===== src/sv/llqm_pkg.sv =====
// Shared types and constants for the linked-list queue manager.
// Used by the RAM-backed datapath, the controller, the top level and the checker.
`default_nettype none

package llqm_pkg;

    localparam int NODES_DEFAULT = 16;
    localparam int IDX_W         = 4;
    localparam int OPC_W         = 3;
    localparam int S_TDATA_W     = 16;
    localparam int M_TDATA_W     = 8;

    typedef enum logic [OPC_W-1:0] {
        OP_PUSH_FRONT = 3'd0,
        OP_PUSH_BACK  = 3'd1,
        OP_POP_FRONT  = 3'd2,
        OP_REMOVE     = 3'd3,
        OP_CLEAR      = 3'd4
    } op_t;

    typedef enum logic [1:0] {
        ST_IDLE,
        ST_EXEC,
        ST_LINK,
        ST_READ
    } state_t;

    // controller -> datapath
    typedef struct packed {
        logic load;      // capture the input beat
        logic link_wr;   // push back: link old tail to the new node
        logic rd_issue;  // start a next-table read
        logic finish;    // apply the operation and load the result
    } dp_cmd_t;

    // datapath -> controller
    typedef struct packed {
        op_t  op;
        logic skip;       // slot out of range, operation ignored
        logic head_none;
        logic out_free;
    } dp_stat_t;

endpackage

`default_nettype wire


===== src/sv/llqm_ram.sv =====
// Generic single-write, single-read RAM with registered read data.
// No dependencies.
`default_nettype none

module llqm_ram #(
    parameter int WIDTH = 8,
    parameter int DEPTH = 16
) (
    input  wire logic                     clk,
    input  wire logic                     we,
    input  wire logic [$clog2(DEPTH)-1:0] waddr,
    input  wire logic [WIDTH-1:0]         wdata,
    input  wire logic                     re,
    input  wire logic [$clog2(DEPTH)-1:0] raddr,
    output logic      [WIDTH-1:0]         rdata
);

    logic [WIDTH-1:0] mem [DEPTH];

    always_ff @(posedge clk)
    begin
        if (we)
        begin
            mem[waddr] <= wdata;
        end
        if (re)
        begin
            rdata <= mem[raddr];
        end
    end

endmodule

`default_nettype wire


===== src/sv/llqm_dp.sv =====
// Datapath: head/tail registers, command capture, next-pointer RAM and result register.
// Depends on llqm_pkg and llqm_ram.
`default_nettype none

module llqm_dp #(
    parameter int NODES = llqm_pkg::NODES_DEFAULT
) (
    input  wire logic                                clk,
    input  wire logic                                rst_n,
    input  wire logic [llqm_pkg::S_TDATA_W-1:0]      s_tdata,
    input  wire logic                                m_tready,
    output logic                                     m_tvalid,
    output logic      [llqm_pkg::M_TDATA_W-1:0]      m_tdata,
    input  wire llqm_pkg::dp_cmd_t                   cmd,
    output llqm_pkg::dp_stat_t                       stat
);

    import llqm_pkg::*;

    localparam int PW    = $clog2(NODES + 1);
    localparam int AW    = $clog2(NODES);
    localparam int CMP_W = ((PW > IDX_W) ? PW : IDX_W) + 1;
    localparam logic [PW-1:0]    NONE      = PW'(NODES);
    localparam logic [CMP_W-1:0] NODES_CMP = CMP_W'(NODES);

    // captured command
    op_t              op_reg;
    logic [IDX_W-1:0] node_reg;
    logic [IDX_W-1:0] pred_reg;
    logic             pp_reg;

    logic [PW-1:0] head_reg, head_next;
    logic [PW-1:0] tail_reg, tail_next;

    logic                 out_valid_reg;
    logic [M_TDATA_W-1:0] out_data_reg;

    logic [CMP_W-1:0] node_ext, pred_ext, head_ext;
    logic             node_ok, pred_ok;
    logic [PW-1:0]    node_ptr, pred_ptr;
    logic [AW-1:0]    node_addr, pred_addr;

    logic             we;
    logic [AW-1:0]    waddr;
    logic [PW-1:0]    wdata;
    logic [AW-1:0]    raddr;
    logic [PW-1:0]    rdata;

    logic             pop_valid;
    logic [IDX_W-1:0] pop_node;
    logic             out_free;

    assign node_ext  = CMP_W'(node_reg);
    assign pred_ext  = CMP_W'(pred_reg);
    assign head_ext  = CMP_W'(head_reg);
    assign node_ok   = node_ext < NODES_CMP;
    assign pred_ok   = pred_ext < NODES_CMP;
    assign node_ptr  = node_ext[PW-1:0];
    assign pred_ptr  = pred_ext[PW-1:0];
    assign node_addr = node_ext[AW-1:0];
    assign pred_addr = pred_ext[AW-1:0];

    assign out_free = !out_valid_reg || m_tready;

    always_comb
    begin
        stat.op        = op_reg;
        stat.skip      = !node_ok || ((op_reg == OP_REMOVE) && pp_reg && !pred_ok);
        stat.head_none = (head_reg == NONE);
        stat.out_free  = out_free;
    end

    // read the successor of the head for a pop, of the node for a remove
    assign raddr = (op_reg == OP_POP_FRONT) ? head_reg[AW-1:0] : node_addr;

    always_comb
    begin
        head_next = head_reg;
        tail_next = tail_reg;
        we        = 1'b0;
        waddr     = node_addr;
        wdata     = NONE;
        pop_valid = 1'b0;
        pop_node  = '0;

        if (cmd.link_wr)
        begin
            // skip the link when the queue is empty or the tail went stale
            we    = (head_reg != NONE) && (tail_reg < NONE);
            waddr = tail_reg[AW-1:0];
            wdata = node_ptr;
        end
        else if (cmd.finish)
        begin
            case (op_reg)
                OP_PUSH_FRONT:
                begin
                    if (!stat.skip)
                    begin
                        we        = 1'b1;
                        waddr     = node_addr;
                        wdata     = head_reg;
                        head_next = node_ptr;
                        if (head_reg == NONE)
                        begin
                            tail_next = node_ptr;
                        end
                    end
                end
                OP_PUSH_BACK:
                begin
                    if (!stat.skip)
                    begin
                        if (head_reg == NONE)
                        begin
                            head_next = node_ptr;
                        end
                        we        = 1'b1;
                        waddr     = node_addr;
                        wdata     = NONE;
                        tail_next = node_ptr;
                    end
                end
                OP_POP_FRONT:
                begin
                    if (head_reg != NONE)
                    begin
                        pop_valid = 1'b1;
                        pop_node  = head_ext[IDX_W-1:0];
                        head_next = rdata;
                    end
                end
                OP_REMOVE:
                begin
                    if (!stat.skip)
                    begin
                        if (!pp_reg)
                        begin
                            head_next = rdata;
                        end
                        else if (rdata == NONE)
                        begin
                            we        = 1'b1;
                            waddr     = pred_addr;
                            wdata     = NONE;
                            tail_next = pred_ptr;
                        end
                        else
                        begin
                            we    = 1'b1;
                            waddr = pred_addr;
                            wdata = rdata;
                        end
                    end
                end
                OP_CLEAR:
                begin
                    head_next = NONE;
                    tail_next = NONE;
                end
                default:
                begin
                end
            endcase
        end
    end

    always_ff @(posedge clk or negedge rst_n)
    begin
        if (!rst_n)
        begin
            head_reg      <= NONE;
            tail_reg      <= NONE;
            out_valid_reg <= 1'b0;
        end
        else
        begin
            if (cmd.finish)
            begin
                head_reg <= head_next;
                tail_reg <= tail_next;
            end
            if (cmd.finish)
            begin
                out_valid_reg <= 1'b1;
            end
            else if (m_tready)
            begin
                out_valid_reg <= 1'b0;
            end
        end
    end

    always_ff @(posedge clk)
    begin
        if (cmd.load)
        begin
            op_reg   <= op_t'(s_tdata[2:0]);
            node_reg <= s_tdata[6:3];
            pred_reg <= s_tdata[10:7];
            pp_reg   <= s_tdata[11];
        end
        if (cmd.finish)
        begin
            out_data_reg <= {2'b00, (head_next == NONE), pop_valid, pop_node};
        end
    end

    assign m_tvalid = out_valid_reg;
    assign m_tdata  = out_data_reg;

    llqm_ram #(
        .WIDTH (PW),
        .DEPTH (NODES)
    ) u_next_table (
        .clk   (clk),
        .we    (we),
        .waddr (waddr),
        .wdata (wdata),
        .re    (cmd.rd_issue),
        .raddr (raddr),
        .rdata (rdata)
    );

endmodule

`default_nettype wire


===== src/sv/llqm_ctrl.sv =====
// Controller state machine: sequences capture, link write, table read and finish.
// Depends on llqm_pkg.
`default_nettype none

module llqm_ctrl (
    input  wire logic                clk,
    input  wire logic                rst_n,
    input  wire logic                s_tvalid,
    output logic                     s_tready,
    input  wire llqm_pkg::dp_stat_t  stat,
    output llqm_pkg::dp_cmd_t        cmd
);

    import llqm_pkg::*;

    state_t state_reg, state_next;

    always_ff @(posedge clk or negedge rst_n)
    begin
        if (!rst_n)
        begin
            state_reg <= ST_IDLE;
        end
        else
        begin
            state_reg <= state_next;
        end
    end

    always_comb
    begin
        state_next   = state_reg;
        s_tready     = 1'b0;
        cmd          = '0;

        case (state_reg)
            ST_IDLE:
            begin
                s_tready = 1'b1;
                if (s_tvalid)
                begin
                    cmd.load   = 1'b1;
                    state_next = ST_EXEC;
                end
            end
            ST_EXEC:
            begin
                if ((stat.op == OP_PUSH_BACK) && !stat.skip)
                begin
                    cmd.link_wr = 1'b1;
                    state_next  = ST_LINK;
                end
                else if (((stat.op == OP_POP_FRONT) && !stat.head_none) ||
                         ((stat.op == OP_REMOVE) && !stat.skip))
                begin
                    cmd.rd_issue = 1'b1;
                    state_next   = ST_READ;
                end
                else if (stat.out_free)
                begin
                    cmd.finish = 1'b1;
                    state_next = ST_IDLE;
                end
            end
            ST_LINK, ST_READ:
            begin
                // hold until the result register can take the beat
                if (stat.out_free)
                begin
                    cmd.finish = 1'b1;
                    state_next = ST_IDLE;
                end
            end
            default:
            begin
                state_next = ST_IDLE;
            end
        endcase
    end

endmodule

`default_nettype wire


===== src/sv/linked_list_queue_manager.sv =====
// Each beat is captured in IDLE; EXEC finishes push front, clear, ignored items and pop on
// empty, while push back goes on through LINK (single write port) and pop and remove through
// READ (registered read of the next-pointer RAM). Finish waits for a free result register; a new
// item is taken only back in IDLE. A waiting result does not block the next input beat.
// Reset (rst_n low, async): head and tail become none, no result pending; the
// next-pointer RAM is not cleared and holds undefined data until written.
// Top level; depends on llqm_pkg, llqm_ctrl, llqm_dp and llqm_ram.
`default_nettype none

module linked_list_queue_manager #(
    parameter int NODES = llqm_pkg::NODES_DEFAULT
) (
    input  wire logic                            clk,
    input  wire logic                            rst_n,
    // s_tdata: opcode[2:0], node_index[6:3], pred_index[10:7], pred_present[11], zero[15:12]
    input  wire logic                            s_tvalid,
    output logic                                 s_tready,
    input  wire logic [llqm_pkg::S_TDATA_W-1:0]  s_tdata,
    // m_tdata: popped_node[3:0], popped_valid[4], queue_empty[5], zero[7:6]
    output logic                                 m_tvalid,
    input  wire logic                            m_tready,
    output logic      [llqm_pkg::M_TDATA_W-1:0]  m_tdata
);

    import llqm_pkg::*;

    // Controller and datapath talk only through these two groups.
    dp_cmd_t  cmd;
    dp_stat_t stat;

    // Controller: accept in IDLE, then one or two more steps per item.
    llqm_ctrl u_ctrl (
        .clk      (clk),
        .rst_n    (rst_n),
        .s_tvalid (s_tvalid),
        .s_tready (s_tready),
        .stat     (stat),
        .cmd      (cmd)
    );

    // Datapath: head/tail, next-pointer RAM, result register.
    llqm_dp #(
        .NODES (NODES)
    ) u_dp (
        .clk      (clk),
        .rst_n    (rst_n),
        .s_tdata  (s_tdata),
        .m_tready (m_tready),
        .m_tvalid (m_tvalid),
        .m_tdata  (m_tdata),
        .cmd      (cmd),
        .stat     (stat)
    );

endmodule

`default_nettype wire


===== config.mk =====
export PLATFORM = sky130hd
export DESIGN_NAME = linked_list_queue_manager
export DESIGN_NICKNAME = d
export VERILOG_FILES = /design/src/sv/llqm_pkg.sv /design/src/sv/llqm_ram.sv /design/src/sv/llqm_dp.sv /design/src/sv/llqm_ctrl.sv /design/src/sv/linked_list_queue_manager.sv
export SDC_FILE = /design/constraint.sdc
export NUM_CORES = 1
export LEC_CHECK = 0
export BUFFER_PORTS_ARGS = -buffer_cell sky130_fd_sc_hd__buf_2
export CAP_MARGIN = 20
export CORE_MARGIN = 2
export CORE_UTILIZATION = 60
export CTS_CLUSTER_DIAMETER = 100
export DETAILED_ROUTE_END_ITERATION = 8
export GPL_TIMING_DRIVEN = 0
export HOLD_SLACK_MARGIN = 0.05
export PLACE_DENSITY_LB_ADDON = 0.05
export SLEW_MARGIN = 20
export SYNTH_ARGS = -nofsm -noshare
export SYNTH_HDL_FRONTEND = slang
export SYNTH_HIERARCHICAL = 1
export SYNTH_SLANG_ARGS = --single-unit
export TNS_END_PERCENT = 1

===== constraint.sdc =====
create_clock -name clk -period 5.03 [get_ports clk]
set_clock_uncertainty 0.05 [all_clocks]
set_input_delay 1.006 -clock clk [delete_from_list [all_inputs] [get_ports clk]]
set_output_delay 1.006 -clock clk [all_outputs]
set_load 0.005 [all_outputs]

==> metrics.txt <==
largest family of logic cells by synthesized area multiplexers; placed insts 441; CTS max path bufs 2; startpoint types flip-flop; outcome complete, no violations; die width 95.4 um; Adder-Cell Fraction of Synth Area 0%; Peak VDD IR 351 uV; via-per-instance ratio 6.29; final core occ 71.6%; post-synthesis mux area share 11.1%; Area after DPL 0.00528 mm^2; vias in the first global route 2919; Main synth FF type edfxtp_1; RePlAce Congestion 0.881; GRT Total Usage 24.6%; Hold Slack 0.338 ns; Worst setup startpoint u_dp/head_reg[1]; pin count of the biggest net entering global routing 17; Ports 30; Finished Layout Cells 473; Placement Rows 33; Nets 375; FF-to-FF path depth 11; Finish-stage setup viols 0; area taken by multi-input logic gates 0.00149 mm^2; max FFs per register 80; full die area 0.00909 mm^2; Sequential Area 0.00342 mm^2; Metal-1 WL 4.15 mm; most frequent cell after synthesis edfxtp_1; leakage power 1.95 nW; arrival time worst endpoint 4.55 ns; Post-synth EDFFs 103; post-synthesis sequential area ratio 68.3%; Routed Antenna Nets 0; Max-Cap Viols 0; slew of the pin with the lowest slew margin 0.921 ns; Finished Cell Area 0.00583 mm^2; hold buffer count at CTS 0; Critical Path Sink u_dp/u_next_table/mem[0][2]; Yosys top cell area share 61.8%; initial cell density of the core 61.6%; Antenna Diode Count 0; Routed WL 10.1 mm; synthesized area 0.00501 mm^2; fin crit period 4.47 ns; Fill cells 524; port buffer count 23; H-tree depth 4; Final Max Tran Viols 0; critical path peak fanout 9; synth unique cells 51; vias 2974; Setup CP Type flip-flop to flip-flop; DRT iter0 DRCs 262; worst skew pair latency 0.50 ns; post-cts resize count 0; capturing point of the worst reg2reg path u_dp/u_next_table/mem[0][2]; RR Startpoint u_dp/head_reg[1]; cts bufs inserted 17; clk sinks 116; DRT Pass-1 Iters 8; Detail Placement HPWL 6.64 mm; pwr dens 524 mW/mm^2; Hold Vio Cnt, Final 0; Synth area leaders edfxtp_1, mux4_2, dfrtp_1; layout cells sized above 1 30.4%; Post-CTS Setup Bufs 0; headroom to the max-slew limit 38.0%; DR DRC count 0; initial antenna violation count 0; RSZ-0062 raised after global routing false; Synth Area in Compound Gates 7.50%; XOR/XNOR share of the synthesized area 0%; root buf cell clkbuf_8; DR WL met3 679 um; global-route wire length before repair 16.0 mm; synth warn 6; CP Capture Type flip-flop; Max Freq 223 MHz; highest routed layer met4; total gr overflow 0; syn_area_per_cell 16.2 um^2; clock-pin slew on the worst setup and hold paths 0.06 ns; area leader, netlist edfxtp_1; area grow syn2layout 16.3%; worst reg-to-reg setup slack 0.56 ns; core area 0.00813 mm^2; required time worst endpoint 5.11 ns; met2 routed WL 5.09 mm; Die Y 95.4 um; synth cell count leaders edfxtp_1, nand2_1, mux4_2, nor2_1, nand3_1; asr flop ratio synth 11.2%; Top reg by flops u_dp/u_next_table/mem; CTS tree done; simple-gate share of the synthesized area 10.6%; total design power 0.00305 W; Hold Crit Class input port to asynchronous set/reset pin; Synth Instances 310; routed len/inst 21.3 um; Seq cells post-synth 116; final critical-path share of the clock period 89.0%
where the power goes:
part	switching, W	internal, W
clock network	0.000429	0.000658
registers	0.0000854	0.00122
logic	0.000379	0.000286
total	0.000893	0.00216
logic make-up after synthesis:
| logic type | Yosys count |
|---|---|
| AO/OA/AOI/OAI | 48 |
| buffers and inverters | 19 |
| AND/OR/NAND/NOR | 96 |
| other | 1 |
| multiplexers | 30 |
| flip-flops | 116 |
stage by stage:
stage	TNS [ns]	worst slack [ns]
finish	0	0.556
global route	0	0.294
CTS	0	0.653
detailed placement	0	0.602
global placement	-2.00	-0.105
floorplan	0	0.803
critical path: stages, from the launching register on:
cell	delay [ns]
dfrtp_1	0.44
nor4_2	0.32
nand2_1	0.14
clkinv_2	0.12
mux2i_1	0.09
and3_2	0.23
nor3_2	0.32
buf_4	0.27
nor3b_1	0.57
a22o_1	0.31
or3b_2	0.52
nor3_1	0.72
placed cells by master (no fill, tap or decap), drive strengths merged, types with 4 or more instances in the layout:
master and instances:
a21oi 5, a221o 6, a22o 5, a22oi 9, a32o 4, and2 14
buf 35, clkbuf 22, clkinv 7, dfrtp 11, edfxtp 103, inv 7
mux2 5, mux2i 5, mux4 20, nand2 21, nand2b 6, nand3 13
nor2 17, nor3 6, o21ai 11
worst min-delay path by stage:
stage / depth (start not counted) / to / slack, ns
floorplan: 2 / u_dp/tail_reg[0] / 0.40
global placement: 2 / u_dp/tail_reg[2] / 0.42
detailed placement: 2 / u_dp/tail_reg[0] / 0.43
CTS: 1 / u_ctrl/state_reg[1] / 0.33
global route: 1 / u_ctrl/state_reg[1] / 0.35
finish: 1 / u_ctrl/state_reg[1] / 0.34
layout make-up:
| cell class | count | area share (%) |
|---|---|---|
| buffer | 15 | 1.76 |
| clock buffer | 18 | 7.17 |
| clock inverter | 14 | 2.19 |
| inverter | 4 | 0.279 |
| multi-input combinational | 177 | 25.5 |
| sequential | 116 | 58.7 |
| tap | 105 | 2.26 |
| timing repair buffer | 24 | 2.10 |
routing by layer:
| layer | GRT usage (%) | vias to the layer above |
|---|---|---|
| met2 | 40.6 | 148 |
| li1 | - | 1325 |
| met4 | 7.73 | 0 |
| met5 | 0 | - |
| met3 | 5.69 | 24 |
| met1 | 33.0 | 1477 |
Power figures use the tool's default switching activity.
